**config.mk**
```make
export PLATFORM = sky130hd
export DESIGN_NAME = sd_spi_host_sequencer_unit
export DESIGN_NICKNAME = d
export VERILOG_FILES = /design/src/design/sdh_pkg.sv /design/src/design/sd_spi_host_sequencer_unit.sv
export SDC_FILE = /design/constraint.sdc
export NUM_CORES = 1
export LEC_CHECK = 0
export BUFFER_PORTS_ARGS = -buffer_cell sky130_fd_sc_hd__clkbuf_2
export CORE_AREA = 2 2 96 98
export DETAILED_ROUTE_END_ITERATION = 10
export DIE_AREA = 0 0 98 100
export GPL_TIMING_DRIVEN = 0
export PLACE_DENSITY_LB_ADDON = 0.12
export SLEW_MARGIN = 20
export SYNTH_ARGS = -nofsm -noshare
export SYNTH_HDL_FRONTEND = slang
export SYNTH_SLANG_ARGS = --single-unit
```
**constraint.sdc**
```tcl
create_clock -name clk -period 2.5 [get_ports clk]
set_input_delay 0.375 -clock clk [delete_from_list [all_inputs] [get_ports clk]]
set_output_delay 0.375 -clock clk [all_outputs]
set_load 0.05 [all_outputs]
```
**src/design/sdh_pkg.sv**
```systemverilog
package sdh_pkg;

    localparam int SECTOR_BYTES    = 512;
    localparam int INIT_FILL_BYTES = 12;
    localparam int CNT_MAX = (SECTOR_BYTES > INIT_FILL_BYTES) ? SECTOR_BYTES : INIT_FILL_BYTES;
    localparam int CNT_W   = $clog2(CNT_MAX + 1);

    localparam int IN_DATA_W  = 40;
    localparam int IN_USER_W  = 2;
    localparam int OUT_DATA_W = 24;

    // output tdata bit positions
    localparam int OUT_CSN_BIT  = 8;
    localparam int OUT_WANT_BIT = 18;
    localparam int OUT_BUSY_BIT = 19;
    localparam int OUT_DONE_BIT = 20;

    typedef enum logic [1:0] {
        ACT_XFER  = 2'd0,
        ACT_INIT  = 2'd1,
        ACT_READ  = 2'd2,
        ACT_WRITE = 2'd3
    } action_t;

    typedef enum logic [2:0] {
        ST_OK       = 3'd0,
        ST_CMD_REJ  = 3'd1,
        ST_CRC_ERR  = 3'd2,
        ST_WR_ERR   = 3'd3,
        ST_RESP_ERR = 3'd4
    } status_t;

    typedef enum logic [4:0] {
        PH_IDLE, PH_FILL, PH_CMD0, PH_R1_0, PH_CMD1, PH_R1_1, PH_INIT_TAIL,
        PH_RD_CMD, PH_RD_R1, PH_RD_TOKEN, PH_RD_DATA, PH_RD_CRC,
        PH_WR_CMD, PH_WR_R1, PH_WR_PRE, PH_WR_DATA, PH_WR_TAIL, PH_WR_RESP,
        PH_WR_BUSY
    } phase_t;

    localparam logic [7:0] CMD0_CODE   = 8'h40;
    localparam logic [7:0] CMD0_CRC    = 8'h95;
    localparam logic [7:0] CMD1_CODE   = 8'h41;
    localparam logic [7:0] CMD17_CODE  = 8'h51;
    localparam logic [7:0] CMD24_CODE  = 8'h58;
    localparam logic [7:0] BLOCK_TOKEN = 8'hFE;
    localparam logic [7:0] FILLER      = 8'h55;
    localparam logic [7:0] IDLE_BYTE   = 8'hFF;
    localparam logic [4:0] RESP_OK     = 5'h05;
    localparam logic [4:0] RESP_CRC    = 5'h0B;
    localparam logic [4:0] RESP_WRERR  = 5'h0D;

    // byte idx of the six-byte command frame for the command of a phase
    function automatic logic [7:0] frame_byte(phase_t ph, logic [2:0] idx, logic [23:0] arg_in);
        logic [7:0]  code;
        logic [7:0]  crc;
        logic [23:0] arg;
        logic [7:0]  res;
        code = CMD24_CODE;
        crc  = IDLE_BYTE;
        arg  = arg_in;
        if (ph == PH_CMD0)
        begin
            code = CMD0_CODE;
            crc  = CMD0_CRC;
            arg  = '0;
        end
        else if (ph == PH_CMD1)
        begin
            code = CMD1_CODE;
            arg  = '0;
        end
        else if (ph == PH_RD_CMD)
        begin
            code = CMD17_CODE;
        end
        case (idx)
            3'd0:    res = code;
            3'd1:    res = arg[23:16];
            3'd2:    res = arg[15:8];
            3'd3:    res = arg[7:0];
            3'd4:    res = 8'h00;
            default: res = crc;
        endcase
        return res;
    endfunction

endpackage

```
**src/design/sd_spi_host_sequencer_unit.sv**
```systemverilog
// SD card host sequencer for SPI mode, one byte slot per transfer.
// Input stream: s_axis_tuser carries the action (0 byte exchanged, 1 init,
// 2 sector read, 3 sector write), s_axis_tdata carries the sector address,
// the byte received for the previously sent byte and the next write byte.
// Output stream: one result per input transfer, giving the next byte to
// shift out, chip select, clock select, operation flags and status;
// m_axis_tuser marks a result whose read_byte holds sector data.
// The result of a transfer accepted at an edge is registered and valid
// after that edge. Throughput is one transfer per cycle while the
// receiver does not stall; the next byte is picked by one level of phase
// decode between the sequencer state registers and the output register.
// Reset puts the sequencer idle with the card deselected, slow clock and
// status ok. When the receiver stalls, the output register holds its
// result and s_axis_tready drops, so no transfer is taken until the held
// result is taken; in the cycle it is taken a new transfer may enter.
module sd_spi_host_sequencer_unit
    import sdh_pkg::*;
(
    input  logic                  clk,
    input  logic                  rst_n,
    input  logic                  s_axis_tvalid,
    output logic                  s_axis_tready,
    // sector_addr[23:0], miso_byte[31:24], write_byte[39:32]
    input  logic [IN_DATA_W-1:0]  s_axis_tdata,
    // action[1:0]
    input  logic [IN_USER_W-1:0]  s_axis_tuser,
    output logic                  m_axis_tvalid,
    input  logic                  m_axis_tready,
    // mosi_byte[7:0], cs_n[8], fast_clock[9], read_byte[17:10],
    // want_write_byte[18], busy_res[19], done_res[20], status[23:21]
    output logic [OUT_DATA_W-1:0] m_axis_tdata,
    // read_valid[0]
    output logic                  m_axis_tuser
);

    phase_t                phase_reg, phase_next;
    logic [CNT_W-1:0]      count_reg, count_next;
    logic [23:0]           addr_reg, addr_next;
    logic                  fast_reg, fast_next;
    logic                  sel_reg, sel_next;
    status_t               status_reg, status_next;

    logic                  out_valid_reg;
    logic [OUT_DATA_W-1:0] out_data_reg;
    logic                  out_user_reg;

    logic                  accept;
    action_t               action;
    logic [7:0]            miso;
    logic [7:0]            wbyte;
    logic [4:0]            resp;

    logic [7:0]            mosi;
    logic                  rvalid;
    logic [7:0]            rbyte;
    logic                  want;
    logic                  done;
    logic                  busy;

    assign s_axis_tready = !out_valid_reg || m_axis_tready;
    assign accept        = s_axis_tvalid && s_axis_tready;
    assign action        = action_t'(s_axis_tuser);
    assign miso          = s_axis_tdata[31:24];
    assign wbyte         = s_axis_tdata[39:32];
    assign resp          = miso[4:0];

    always_comb
    begin
        phase_next  = phase_reg;
        count_next  = count_reg;
        addr_next   = addr_reg;
        fast_next   = fast_reg;
        sel_next    = sel_reg;
        status_next = status_reg;
        mosi        = IDLE_BYTE;
        rvalid      = 1'b0;
        rbyte       = 8'h00;
        want        = 1'b0;
        done        = 1'b0;

        if (phase_reg == PH_IDLE && action != ACT_XFER)
        begin
            status_next = ST_OK;
            count_next  = '0;
            if (action == ACT_INIT)
            begin
                fast_next  = 1'b0;
                sel_next   = 1'b1;
                phase_next = PH_FILL;
                count_next = CNT_W'(1);
            end
            else
            begin
                addr_next  = s_axis_tdata[23:0];
                sel_next   = 1'b0;
                phase_next = (action == ACT_READ) ? PH_RD_CMD : PH_WR_CMD;
            end
        end
        else
        begin
            case (phase_reg)
                PH_IDLE:
                begin
                end
                PH_FILL:
                begin
                    if (count_reg < CNT_W'(INIT_FILL_BYTES))
                    begin
                        count_next = count_reg + CNT_W'(1);
                    end
                    else
                    begin
                        sel_next   = 1'b0;
                        phase_next = PH_CMD0;
                        mosi       = frame_byte(PH_CMD0, 3'd0, addr_reg);
                        count_next = CNT_W'(1);
                    end
                end
                PH_CMD0, PH_CMD1, PH_RD_CMD, PH_WR_CMD:
                begin
                    if (count_reg < CNT_W'(6))
                    begin
                        mosi       = frame_byte(phase_reg, count_reg[2:0], addr_reg);
                        count_next = count_reg + CNT_W'(1);
                    end
                    else
                    begin
                        case (phase_reg)
                            PH_CMD0:   phase_next = PH_R1_0;
                            PH_CMD1:   phase_next = PH_R1_1;
                            PH_RD_CMD: phase_next = PH_RD_R1;
                            default:   phase_next = PH_WR_R1;
                        endcase
                    end
                end
                PH_R1_0:
                begin
                    if (!miso[7])
                    begin
                        phase_next = PH_CMD1;
                        mosi       = frame_byte(PH_CMD1, 3'd0, addr_reg);
                        count_next = CNT_W'(1);
                    end
                end
                PH_R1_1:
                begin
                    if (!miso[7])
                    begin
                        if (miso == 8'h00)
                        begin
                            fast_next  = 1'b1;
                            phase_next = PH_INIT_TAIL;
                        end
                        else
                        begin
                            mosi       = frame_byte(PH_CMD1, 3'd0, addr_reg);
                            count_next = CNT_W'(1);
                            phase_next = PH_CMD1;
                        end
                    end
                end
                PH_INIT_TAIL:
                begin
                    phase_next = PH_IDLE;
                    done       = 1'b1;
                end
                PH_RD_R1, PH_WR_R1:
                begin
                    if (!miso[7])
                    begin
                        if (miso[6:0] != 7'h00)
                        begin
                            status_next = ST_CMD_REJ;
                            sel_next    = 1'b1;
                            phase_next  = PH_IDLE;
                            done        = 1'b1;
                        end
                        else if (phase_reg == PH_RD_R1)
                        begin
                            phase_next = PH_RD_TOKEN;
                        end
                        else
                        begin
                            phase_next = PH_WR_PRE;
                            count_next = '0;
                        end
                    end
                end
                PH_RD_TOKEN:
                begin
                    if (miso == BLOCK_TOKEN)
                    begin
                        phase_next = PH_RD_DATA;
                        count_next = '0;
                    end
                end
                PH_RD_DATA:
                begin
                    rvalid = 1'b1;
                    rbyte  = miso;
                    if (count_reg == CNT_W'(SECTOR_BYTES - 1))
                    begin
                        phase_next = PH_RD_CRC;
                        count_next = '0;
                    end
                    else
                    begin
                        count_next = count_reg + CNT_W'(1);
                    end
                end
                PH_RD_CRC:
                begin
                    if (count_reg == '0)
                    begin
                        count_next = CNT_W'(1);
                    end
                    else
                    begin
                        sel_next   = 1'b1;
                        phase_next = PH_IDLE;
                        done       = 1'b1;
                    end
                end
                PH_WR_PRE:
                begin
                    if (count_reg == '0)
                    begin
                        count_next = CNT_W'(1);
                    end
                    else
                    begin
                        mosi       = BLOCK_TOKEN;
                        want       = 1'b1;
                        phase_next = PH_WR_DATA;
                        count_next = '0;
                    end
                end
                PH_WR_DATA:
                begin
                    mosi = wbyte;
                    if (count_reg == CNT_W'(SECTOR_BYTES - 1))
                    begin
                        phase_next = PH_WR_TAIL;
                        count_next = '0;
                    end
                    else
                    begin
                        count_next = count_reg + CNT_W'(1);
                        want       = 1'b1;
                    end
                end
                PH_WR_TAIL:
                begin
                    if (count_reg < CNT_W'(2))
                    begin
                        mosi       = FILLER;
                        count_next = count_reg + CNT_W'(1);
                    end
                    else
                    begin
                        phase_next = PH_WR_RESP;
                    end
                end
                PH_WR_RESP:
                begin
                    if (resp == RESP_OK)
                        status_next = ST_OK;
                    else if (resp == RESP_CRC)
                        status_next = ST_CRC_ERR;
                    else if (resp == RESP_WRERR)
                        status_next = ST_WR_ERR;
                    else
                        status_next = ST_RESP_ERR;
                    phase_next = PH_WR_BUSY;
                end
                PH_WR_BUSY:
                begin
                    if (miso != 8'h00)
                    begin
                        sel_next   = 1'b1;
                        phase_next = PH_IDLE;
                        done       = 1'b1;
                    end
                end
                default:
                begin
                    phase_next = PH_IDLE;
                end
            endcase
        end
    end

    assign busy = (phase_next != PH_IDLE);

    always_ff @(posedge clk or negedge rst_n)
    begin
        if (!rst_n)
        begin
            phase_reg  <= PH_IDLE;
            count_reg  <= '0;
            addr_reg   <= '0;
            fast_reg   <= 1'b0;
            sel_reg    <= 1'b1;
            status_reg <= ST_OK;
        end
        else if (accept)
        begin
            phase_reg  <= phase_next;
            count_reg  <= count_next;
            addr_reg   <= addr_next;
            fast_reg   <= fast_next;
            sel_reg    <= sel_next;
            status_reg <= status_next;
        end
    end

    always_ff @(posedge clk or negedge rst_n)
    begin
        if (!rst_n)
        begin
            out_valid_reg <= 1'b0;
        end
        else if (s_axis_tready)
        begin
            out_valid_reg <= s_axis_tvalid;
        end
    end

    // result payload, loaded on every accepted transfer
    always_ff @(posedge clk)
    begin
        if (accept)
        begin
            out_data_reg <= {status_next, done, busy, want, rbyte, fast_next, sel_next, mosi};
            out_user_reg <= rvalid;
        end
    end

    assign m_axis_tvalid = out_valid_reg;
    assign m_axis_tdata  = out_data_reg;
    assign m_axis_tuser  = out_user_reg;

endmodule

```
==> results.md <==
- Clock Latency Late Sink: ~0.36 ns
- Slew HR: between 40% and 50%
- Max Transition Viols Final: 0
- Syn Inst Count: around 450
- Depth of the most critical reg-to-reg path: 8
- CTS root buffer: clkbuf_8
- Leak: around 0.0023 µW
- MaxCap Viol Count: 0
- Die height: around 100 µm
- Drt wl/cell: between 20 and 25 µm
- Final core occ: approximately three fifths
- Via count: between 4000 and 5000
- Initial antenna violation count: 0
- WL final: 13800 µm
- Max Clock Skew: approximately 0.012 ns
- Htree depth: 3
- Gr usage total: between 20 and 30%
- Maximum VDD drop: 0.0005850 V
- Synth cell count leaders: dfrtp_1 (44), nand2_1 (41), nor2_1 (37)
- Hold WC Path Type: primary input to asynchronous set/reset pin
- Core area: 0.008890 mm²
- Endpoint class of the critical path: flop
- Placer Congestion: about 1.0
- Die footprint: 0.009800 mm²
- TritonCTS clock tree: yes
- TritonCTS buffer count: 9
- Syn_nets: ~500
- Fin crit period: roughly 2.6 ns
- Pre-CTS setup slack: -0.6897 ns
- Critical path class: flop to flop
- CP bufs+invs: 1
- # port buffers: around 70
- PnR worst setup slack: -0.09455 ns
- Worst-path cell chain: or4_4 -> nor3_4 -> or3_4 -> nand4_1 -> o32a_1 -> or2_1 -> buf_6 -> o41ai_4
- DRC: 0
- CTS hold repair buffers: 0
- Synth area leader: dfrtp_1
- Final nets: 588
- Final Setup Violations: 9
- Starting DRT DRC Count: roughly 290
- Proportion of layout cells with a drive suffix above 1: slightly above 40%
- Multiplexer share of the synthesized area: 8.059%
- Failing checks: setup timing
- FF+latch count, synth: 70
- Reg clk slew, reported paths: 0.08 ns
- Req. time, crit path: roughly 2.8 ns
- Worst-Margin Slew: roughly 0.76 ns
- Seq/Total Area, Yosys: a little over two fifths
- Number of synthesis warnings: 0
- Area contributors post-synth: dfrtp_1 (25%), edfxtp_1 (17%), mux2_2 (7.8%)
- Compound-Gate Fraction of Synth Area: 20.71%
- Die X: about 98 µm
- First-pass GRT wire length: approximately 22000 µm
- Power Dens Cells: around 1200 mW/mm²
- CP Launch Type: flop
- Final ANT Viol Nets: 0
- Largest delay contributor family on the critical path: simple AND/OR/NAND/NOR gates
- Most common cell in the netlist: dfrtp_1
- Ant. Diodes: 0
- Top Metal Used: met4
- Final period util: 103.8%
- Crit path DAT: 2.84 ns
- Adder-Cell Fraction of Synth Area: between 2 and 2.5%
- Met3 WL: 960 µm
- Grt ovf: 0
- Largest net degree at the start of global routing: 46
- RSZ-0062 raised after global routing: true
- Status: finished with violations
- Post-synth top flop: dfrtp_1
- Syn avg cell area: about 9.7 µm²
- Netlist cell types: 70
- P&R area growth vs syn: 26.05%
- Post-Synth XOR/XNOR Area: less than 1%
- Std cell rows: 35
- Initial Utilization: between 40% and 50%
- Ys async rst share: between 60% and 70%
- CTS max path bufs: 2
- Detailed placement HPWL: approximately 10000 µm
- Crit path max fanout: 8
- Number of synthesized flops with an enable pin: 25
- Fmax: between 0.3 and 0.4 GHz
- WL met2: ~6500 µm
- Pre-antenna DRT Iters: 5
- CP Depth: 8
- Top cell type's share of synthesized area: 25.42%
- CP max stage cell: or4_4
- Final-report hold violation count: 0
- Vias per cell: around 6.3
- Synthesized area: roughly 0.0043 mm²
- Clock sink total: 70
- CP peak stage delay: 0.59 ns
- M1 wire length: 5890 µm
- Vias in the first global route: a little over 4000
- Largest family of logic cells by synthesized area: simple AND/OR/NAND/NOR gates
- Synth Area in Simple Gates: ~22%
- I/O Pins: 73
[worst paths after layout]
check,start,to,slack [ns]
max in group asynchronous,rst_n,count_reg[3],1.98
min in group clk,s_axis_tvalid,m_axis_tvalid,0.22
setup / recovery,count_reg[8],count_reg[3],-0.09
setup reg to reg,count_reg[8],count_reg[3],-0.09
hold / removal,rst_n,m_axis_tvalid,0.06
hold reg to reg,addr_reg[4],addr_reg[4],0.51
[logic make-up (layout without fill, tap and decap cells)]
| group | Yosys count | after routing |
|---|---|---|
| adder cells (fa/ha/maj) | 8 | 8 |
| XOR/XNOR | 2 | 2 |
| flip-flops | 70 | 70 |
| AO/OA/AOI/OAI | 123 | 123 |
| multiplexers | 31 | 31 |
| AND/OR/NAND/NOR | 176 | 176 |
| buffers and inverters | 37 | 129 |
[stage by stage]
stage / setup TNS [ns] / total power [µW] / hold slack, ns / cell area [µm²] / std cells
3_5_place_dp: -25.77 / 5105 / 0.4626 / 4848 / 630
2_1_floorplan: 0 / 4167 / 0.07941 / 4342 / 447
3_3_place_gp: -26.98 / 5066 / 0.4896 / 4841 / 630
4_1_cts: -0.6208 / 6353 / 0.07816 / 5306 / 648
6_report: -0.4581 / 6575 / 0.06105 / 5460 / 650
5_1_grt: -1.021 / 6972 / 0.1205 / 5460 / 650
[layer usage]
layer	up-vias	GRT usage (%)
li1	1881	-
met1	1995	38.00
met2	200	45.21
met3	37	4.875
met4	0	13.25
met5	-	0
[where the power goes]
group	switching, µW	internal, µW
Combinational	2360	1450
Clock	470	462
Sequential	231	1610
Total	3060	3520
[placed cells by master, fill, tap and decap left out, drive strengths merged, types with 8 or more instances in the layout]
cell type,n
nor3,13
o21ai,31
a21oi,15
clkbuf,96
inv,13
o211ai,9
mux2,31
nand2b,9
edfxtp,25
nor2,37
ha,8
nor2b,13
nand3,13
dfrtp,44
buf,16
nand2,41
o31ai,9
and3,13
[repair_timing]
item | 4_1_cts | 5_1_grt
cloned | 0 | 0
setup buffers | 5 | 5
pin swaps | 15 | 7
resized for setup | 68 | 34
setup endpoints to repair | 58 | 30
[cell type report]
class | instances | area [µm²]
Clock inverter | 6 | 61.31
Sequential cell | 70 | 1888
Tap cell | 111 | 138.9
Clock buffer | 10 | 127.6
Buffer | 20 | 143.9
Inverter | 11 | 41.29
Timing Repair Buffer | 82 | 441.7
Multi-Input combinational cell | 340 | 2618
Fill cell | 780 | 3430
Power figures use the tool's default switching activity.
